`src/dpws_pkg.sv`:
```
// constants and shared types for the dual potentiometer wiper sequencer
// no dependencies
package dpws_pkg;

    localparam int unsigned POS_W = 7;
    localparam int unsigned PIN_W = 8;

    // homing run length and top wiper position
    localparam logic [POS_W-1:0] HOME_PULSES  = 7'd100;
    localparam logic [POS_W-1:0] TOP_POSITION = 7'd99;

    // gpio bit masks
    localparam logic [PIN_W-1:0] PIN_CSF = 8'h80;
    localparam logic [PIN_W-1:0] PIN_CSC = 8'h10;
    localparam logic [PIN_W-1:0] PIN_UD  = 8'h40;
    localparam logic [PIN_W-1:0] PIN_INC = 8'h20;

    // opcodes
    localparam logic OP_MOVE = 1'b0;
    localparam logic OP_TICK = 1'b1;

    // one input item
    typedef struct packed {
        logic             opcode;
        logic [POS_W-1:0] coarse_target;
        logic [POS_W-1:0] fine_target;
        logic [PIN_W-1:0] pins_now;
    } item_t;

    // one result item with its valid flag
    typedef struct packed {
        logic             emit;
        logic [PIN_W-1:0] pin_word;
        logic             last_word;
    } result_t;

endpackage

```
`src/dpws_seq.sv`:
```
// sequencer state and per-item next-state logic for both potentiometers
// depends on dpws_pkg
module dpws_seq
    import dpws_pkg::*;
(
    input  logic    clk,
    input  logic    rst_n,
    input  logic    step_en,
    input  item_t   item,
    output result_t result
);

    typedef enum logic [3:0] {
        PH_IDLE, PH_PRE0, PH_PRE1, PH_PRE2,
        PH_CH_OPEN, PH_CH_PULSE, PH_FH_OPEN, PH_FH_PULSE, PH_HOME_CLOSE,
        PH_CS_OPEN, PH_CS_PULSE, PH_FS_OPEN, PH_FS_PULSE, PH_STEP_CLOSE,
        PH_FINAL
    } phase_t;

    phase_t           phase_reg, phase_next;
    logic [POS_W-1:0] coarse_pos_reg, coarse_pos_next;
    logic [POS_W-1:0] fine_pos_reg, fine_pos_next;
    logic             coarse_known_reg, coarse_known_next;
    logic             fine_known_reg, fine_known_next;
    logic [POS_W-1:0] coarse_goal_reg, coarse_goal_next;
    logic [POS_W-1:0] fine_goal_reg, fine_goal_next;
    logic [PIN_W-1:0] base_pins_reg, base_pins_next;
    logic [POS_W-1:0] pulse_count_reg, pulse_count_next;
    logic             half_pulse_reg, half_pulse_next;

    logic [POS_W-1:0] cnt_inc;
    logic             coarse_up, fine_up;
    logic [POS_W-1:0] coarse_stepped, fine_stepped;
    phase_t           run_phase;
    logic [PIN_W-1:0] desel;

    assign desel   = PIN_CSF | PIN_CSC;
    assign cnt_inc = pulse_count_reg + 7'd1;

    // step direction and the moved position of each wiper
    assign coarse_up      = coarse_goal_reg > coarse_pos_reg;
    assign fine_up        = fine_goal_reg > fine_pos_reg;
    assign coarse_stepped = coarse_up ? coarse_pos_reg + 7'd1 : coarse_pos_reg - 7'd1;
    assign fine_stepped   = fine_up ? fine_pos_reg + 7'd1 : fine_pos_reg - 7'd1;

    // choice of the next run after a preamble or closing word
    always_comb
    begin
        if (!coarse_known_reg)
            run_phase = PH_CH_OPEN;
        else if (!fine_known_reg)
            run_phase = PH_FH_OPEN;
        else if (coarse_pos_reg != coarse_goal_reg)
            run_phase = PH_CS_OPEN;
        else if (fine_pos_reg != fine_goal_reg)
            run_phase = PH_FS_OPEN;
        else
            run_phase = PH_FINAL;
    end

    // next state and pin word for one item
    always_comb
    begin
        phase_next        = phase_reg;
        coarse_pos_next   = coarse_pos_reg;
        fine_pos_next     = fine_pos_reg;
        coarse_known_next = coarse_known_reg;
        fine_known_next   = fine_known_reg;
        coarse_goal_next  = coarse_goal_reg;
        fine_goal_next    = fine_goal_reg;
        base_pins_next    = base_pins_reg;
        pulse_count_next  = pulse_count_reg;
        half_pulse_next   = half_pulse_reg;
        result            = '0;

        if (item.opcode == OP_MOVE) begin
            // command is taken only while idle
            if (phase_reg == PH_IDLE) begin
                coarse_goal_next = (item.coarse_target > TOP_POSITION) ?
                                   TOP_POSITION : item.coarse_target;
                fine_goal_next   = (item.fine_target > TOP_POSITION) ?
                                   TOP_POSITION : item.fine_target;
                base_pins_next   = item.pins_now;
                phase_next       = PH_PRE0;
            end
        end else begin
            result.emit = 1'b1;
            case (phase_reg)
                PH_PRE0:
                begin
                    result.pin_word = base_pins_reg;
                    phase_next      = PH_PRE1;
                end
                PH_PRE1:
                begin
                    result.pin_word = base_pins_reg | PIN_INC;
                    phase_next      = PH_PRE2;
                end
                PH_PRE2, PH_HOME_CLOSE, PH_STEP_CLOSE:
                begin
                    if (phase_reg == PH_PRE2)
                        result.pin_word = base_pins_reg | PIN_INC | desel;
                    else if (phase_reg == PH_HOME_CLOSE)
                        result.pin_word = desel | PIN_UD;
                    else
                        result.pin_word = desel | PIN_INC;
                    phase_next       = run_phase;
                    pulse_count_next = '0;
                    half_pulse_next  = 1'b0;
                end
                PH_CH_OPEN, PH_FH_OPEN:
                begin
                    result.pin_word = desel | PIN_INC;
                    phase_next      = (phase_reg == PH_CH_OPEN) ? PH_CH_PULSE : PH_FH_PULSE;
                end
                PH_CH_PULSE, PH_FH_PULSE:
                begin
                    // homing pulse halves, always upward
                    if (!half_pulse_reg) begin
                        result.pin_word = ((phase_reg == PH_CH_PULSE) ? PIN_CSF : PIN_CSC)
                                          | PIN_INC | PIN_UD;
                        half_pulse_next = 1'b1;
                    end else begin
                        result.pin_word = ((phase_reg == PH_CH_PULSE) ? PIN_CSF : PIN_CSC)
                                          | PIN_UD;
                        half_pulse_next  = 1'b0;
                        pulse_count_next = cnt_inc;
                        if (cnt_inc >= HOME_PULSES) begin
                            if (phase_reg == PH_CH_PULSE) begin
                                coarse_known_next = 1'b1;
                                coarse_pos_next   = TOP_POSITION;
                            end else begin
                                fine_known_next = 1'b1;
                                fine_pos_next   = TOP_POSITION;
                            end
                            phase_next = PH_HOME_CLOSE;
                        end
                    end
                end
                PH_CS_OPEN:
                begin
                    result.pin_word = PIN_CSF | PIN_INC;
                    phase_next      = PH_CS_PULSE;
                end
                PH_FS_OPEN:
                begin
                    result.pin_word = PIN_CSC | PIN_INC;
                    phase_next      = PH_FS_PULSE;
                end
                PH_CS_PULSE:
                begin
                    // coarse: increment high on the first half, low on the second
                    result.pin_word = PIN_CSF | (coarse_up ? PIN_UD : '0)
                                      | (half_pulse_reg ? '0 : PIN_INC);
                    half_pulse_next = !half_pulse_reg;
                    if (half_pulse_reg) begin
                        coarse_pos_next = coarse_stepped;
                        if (coarse_stepped == coarse_goal_reg)
                            phase_next = PH_STEP_CLOSE;
                    end
                end
                PH_FS_PULSE:
                begin
                    // fine: reverse phase order
                    result.pin_word = PIN_CSC | (fine_up ? PIN_UD : '0)
                                      | (half_pulse_reg ? PIN_INC : '0);
                    half_pulse_next = !half_pulse_reg;
                    if (half_pulse_reg) begin
                        fine_pos_next = fine_stepped;
                        if (fine_stepped == fine_goal_reg)
                            phase_next = PH_STEP_CLOSE;
                    end
                end
                PH_FINAL:
                begin
                    result.pin_word  = desel | PIN_INC;
                    result.last_word = 1'b1;
                    phase_next       = PH_IDLE;
                end
                default:
                begin
                    // tick while idle, or a meaningless phase code
                    result.emit = 1'b0;
                    phase_next  = PH_IDLE;
                end
            endcase
        end
    end

    // sequencer state
    always_ff @(posedge clk or negedge rst_n)
    begin
        if (!rst_n) begin
            phase_reg        <= PH_IDLE;
            coarse_pos_reg   <= '0;
            fine_pos_reg     <= '0;
            coarse_known_reg <= 1'b0;
            fine_known_reg   <= 1'b0;
            coarse_goal_reg  <= '0;
            fine_goal_reg    <= '0;
            base_pins_reg    <= '0;
            pulse_count_reg  <= '0;
            half_pulse_reg   <= 1'b0;
        end else if (step_en) begin
            phase_reg        <= phase_next;
            coarse_pos_reg   <= coarse_pos_next;
            fine_pos_reg     <= fine_pos_next;
            coarse_known_reg <= coarse_known_next;
            fine_known_reg   <= fine_known_next;
            coarse_goal_reg  <= coarse_goal_next;
            fine_goal_reg    <= fine_goal_next;
            base_pins_reg    <= base_pins_next;
            pulse_count_reg  <= pulse_count_next;
            half_pulse_reg   <= half_pulse_next;
        end
    end

endmodule

```
`src/dual_pot_wiper_sequencer.sv`:
```
// dual up/down potentiometer wiper sequencer, top level
// input register, dpws_seq sequencer and result register; depends on dpws_pkg
//
// usage: each input transfer is either a move command (opcode 0) carrying
// both target positions and the current gpio byte, or a tick (opcode 1).
// a tick yields one pin word on the output channel; a command, a tick while
// idle and a command that arrives while a sequence runs yield nothing.
// a sequence is three preamble words, homing runs for wipers of unknown
// position, step runs towards the targets and a final word flagged by
// last_word.
// a result passes the input register, the combinational sequencer step and
// then the result register. throughput: one item per cycle while the
// receiver keeps out_ready high.
// reset clears the sequencer to idle with both wiper positions unknown and
// empties both registers. when the receiver holds out_ready low the result
// register holds its word and the input register may still fill; in_ready
// drops only once both are occupied.
module dual_pot_wiper_sequencer
    import dpws_pkg::*;
(
    input  logic             clk,
    input  logic             rst_n,
    input  logic             in_valid,
    output logic             in_ready,
    input  logic             opcode,
    input  logic [POS_W-1:0] coarse_target,
    input  logic [POS_W-1:0] fine_target,
    input  logic [PIN_W-1:0] pins_now,
    output logic             out_valid,
    input  logic             out_ready,
    output logic [PIN_W-1:0] pin_word,
    output logic             last_word
);

    logic             in_valid_reg;
    item_t            item_reg;
    logic             out_valid_reg;
    logic [PIN_W-1:0] pin_word_reg;
    logic             last_word_reg;
    logic             advance;
    logic             fire;
    result_t          result;

    // pipeline control
    assign advance  = !out_valid_reg || out_ready;
    assign fire     = in_valid_reg && advance;
    assign in_ready = !in_valid_reg || advance;

    dpws_seq u_seq (
        .clk     (clk),
        .rst_n   (rst_n),
        .step_en (fire),
        .item    (item_reg),
        .result  (result)
    );

    // valid flags
    always_ff @(posedge clk or negedge rst_n)
    begin
        if (!rst_n) begin
            in_valid_reg  <= 1'b0;
            out_valid_reg <= 1'b0;
        end else begin
            if (in_ready)
                in_valid_reg <= in_valid;
            if (advance)
                out_valid_reg <= fire && result.emit;
        end
    end

    // payload registers
    always_ff @(posedge clk)
    begin
        if (in_valid && in_ready) begin
            item_reg.opcode        <= opcode;
            item_reg.coarse_target <= coarse_target;
            item_reg.fine_target   <= fine_target;
            item_reg.pins_now      <= pins_now;
        end
        if (fire && result.emit) begin
            pin_word_reg  <= result.pin_word;
            last_word_reg <= result.last_word;
        end
    end

    assign out_valid = out_valid_reg;
    assign pin_word  = pin_word_reg;
    assign last_word = last_word_reg;

endmodule

```
`config.mk`:
```
export PLATFORM = sky130hd
export DESIGN_NAME = dual_pot_wiper_sequencer
export DESIGN_NICKNAME = d
export VERILOG_FILES = /design/src/dpws_pkg.sv /design/src/dpws_seq.sv /design/src/dual_pot_wiper_sequencer.sv
export SDC_FILE = /design/constraint.sdc
export NUM_CORES = 1
export LEC_CHECK = 0
export ABC_AREA = 1
export BUFFER_PORTS_ARGS = -buffer_cell sky130_fd_sc_hd__buf_2
export CAP_MARGIN = 20
export CORE_UTILIZATION = 39
export CTS_CLUSTER_SIZE = 10
export DETAILED_ROUTE_END_ITERATION = 10
export PLACE_DENSITY = 0.65
export SLEW_MARGIN = 20
export SYNTH_ARGS = -nofsm -noshare
export SYNTH_HDL_FRONTEND = slang
export SYNTH_HIERARCHICAL = 1
export SYNTH_SLANG_ARGS = --single-unit
```
`constraint.sdc`:
```
create_clock -name clk -period 4.15 [get_ports clk]
set_input_delay 0.83 -clock clk [delete_from_list [all_inputs] [get_ports clk]]
set_output_delay 0.83 -clock clk [all_outputs]
set_load 0.02 [all_outputs]
```
==> results.json <==
{
  "ys_warn_count": 6,
  "htree_levels": 3,
  "worstHoldPathType": "reg -> reg",
  "maxSlewViolCount": 0,
  "vdd_drop_max_uv": 378,
  "drt_iter0_markers": 162,
  "synth_top_area_cell": "dfrtp_1",
  "core_area_um2": 11700,
  "worst_pin_slew_ps": 830,
  "die-width_um": 113,
  "start_kind": "register",
  "cts-root-buf": "clkbuf_16",
  "viasPerCell": 5.14,
  "p_leak_nw": 2.63,
  "grt_pass1_vias": 3796,
  "vias": 3800,
  "drcViolationCount": 0,
  "port_buffers": 37,
  "place_congestion": 0.979,
  "fmax_ghz": 0.289,
  "synth_edf_count": 32,
  "rrSetupSlack_ps": 690,
  "layout_common_cells": "nand2_1, inv_1, dfrtp_1, nor2_1, nand3_1",
  "fin_setup_tns_ps": 0,
  "relSlewSlack": 0.446,
  "grt_max_degree": 31,
  "antenna_left": 0,
  "cts_hold_buffers": 0,
  "antenna_found_initial": 0,
  "fin_crit_sh": 0.834,
  "ys_seq_area_frac": 0.475,
  "ys_types": 52,
  "cts_buffer_depth": 2,
  "dr.pass1.iters": 5,
  "num_io_pins": 38,
  "path_class": "reg -> reg",
  "numCtsBuffers": 9,
  "syn_nets": 601,
  "power_density_nw_per_um2": 680,
  "overflow": 0,
  "outcome": "completed",
  "die-area_um2": 12700,
  "syn_area_um2": 4760,
  "cts_resized": 0,
  "critPathCaptureType": "register",
  "hpwlAfterDp_um": 7780,
  "rsz0062_at_grt": "no",
  "drive_above_1_share": 0.129,
  "post-route-min-period_ps": 3460,
  "grt_use_total": 0.173,
  "insertedDiodeCount": 0,
  "setup_viol_count_final": 0,
  "cts_tree": "built",
  "fp-row-count": 39,
  "wl_per_cell_um": 13.8,
  "worst_hold_slack_ps": 446,
  "synthTopCellsByArea": "dfrtp_1, edfxtp_1, nand2_1",
  "synthFlopType": "dfrtp_1",
  "grt_pass1_wl_um": 17200,
  "drv_cap": 0,
  "post_cts_buffers": 0,
  "insertion_delay_ps": 340,
  "clkSlewWorstSetupHoldPaths_ps": 60,
  "synth_top_area_frac": 0.273,
  "synthArstFlopShare": 0.619,
  "hold_viol": 0,
  "synth-seq-cells": 84,
  "clkSinkCount": 84,
  "area_growth_pct": 13.4,
  "synthCells": 547,
  "fin_skew_ps": 5.55,
  "nets": 645,
  "drt-total-wl_um": 10200,
  "critical_path_required_ps": 4380,
  "cp_max_fo": 8,
  "largest_register_ffs": 23,
  "cp.arrival_ps": 3690,
  "avgSynthCellArea_um2": 8.71,
  "final_common_cell": "nand2_1",
  "initial_utilization": 0.408,
  "die_h_um": 113
}
==> per-stage QoR <==
step	utilization	cell area, µm²	power (W)	setup slack (ps)	cells
after floorplan	-	4760	0.00248	1260	547
after global placement	0.438	5110	0.00282	821	723
after detailed placement	0.438	5110	0.00287	736	723
after CTS	0.463	5400	0.00368	678	739
after global routing	0.463	5400	0.00395	395	739
final	0.463	5400	0.00368	687	739
==> worst max-delay path: stages, from the launching register on <==
cell	delay (ps)
dfrtp_1	340
inv_1	70
ha_1	310
nand2_1	110
inv_1	50
a21oi_1	130
nand2_1	100
nand2_2	170
inv_1	80
fa_1	560
nand2_1	90
a21oi_1	190
nand2_1	70
nor2_1	80
nand2_1	50
nor2_1	110
nand2_1	60
nor2_1	130
nand3_1	120
a21oi_2	140
nand2_2	80
nand2_4	90
nand2_2	80
nand2_1	80
nand2_1	50
==> where the power goes <==
part	switching (W)	leakage, nW	total (W)	internal (W)
registers	0.000166	0.905	0.00127	0.00111
clock network	0.000326	0.140	0.000793	0.000466
logic	0.00103	1.58	0.00161	0.000577
==> layer usage <==
layer,vias up,share of wire,track usage
li1,1907,-,-
met1,1799,0.45,0.212
met2,77,0.50,0.298
met3,17,0.031,0.0221
met4,0,0.021,0.0933
met5,-,0,0
==> layout make-up <==
class,count,area [µm²]
timing repair buffer,38,193
sequential,84,2260
clock inverter,6,63.8
tap,143,179
multi-input combinational,364,2120
clock buffer,10,229
fill,1095,6260
inverter,94,353
==> Yosys cell counts, drive strengths merged (3+ instances only) <==
library cell and number:
dfrtp 52, o21ai 27, xor2 9, a31oi 3, nor3b 5, o22ai 8, nand3b 3, a22oi 5
edfxtp 32, ha 25, nand2 127, a21oi 28, inv 93, nor2 47, nand4 6, nor3 4
nand3 43, a32oi 3, buf 4
==> final timing paths <==
check,start,endpoint,cells past startpoint
worst max-delay path,u_seq/fine_pos_reg[6],u_seq/phase_reg[0],24
worst min-delay path,item_reg[6],u_seq/base_pins_reg[6],2
max in group asynchronous,rst_n,u_seq/base_pins_reg[3],2
min in group asynchronous,rst_n,u_seq/fine_pos_reg[3],1
worst max register to register,u_seq/fine_pos_reg[6],u_seq/phase_reg[0],24
worst min register to register,item_reg[6],u_seq/base_pins_reg[6],2
==> logic make-up after synthesis <==
family | after synthesis | share of synthesized area
AND/OR/NAND/NOR | 237 | 0.227
buffers and inverters | 99 | 0.0796
AO/OA/AOI/OAI | 88 | 0.118
flip-flops | 84 | 0.475
adder cells (fa/ha/maj) | 27 | 0.0741
XOR/XNOR | 12 | 0.0265
Note: power is estimated with default switching activity, not from simulation.
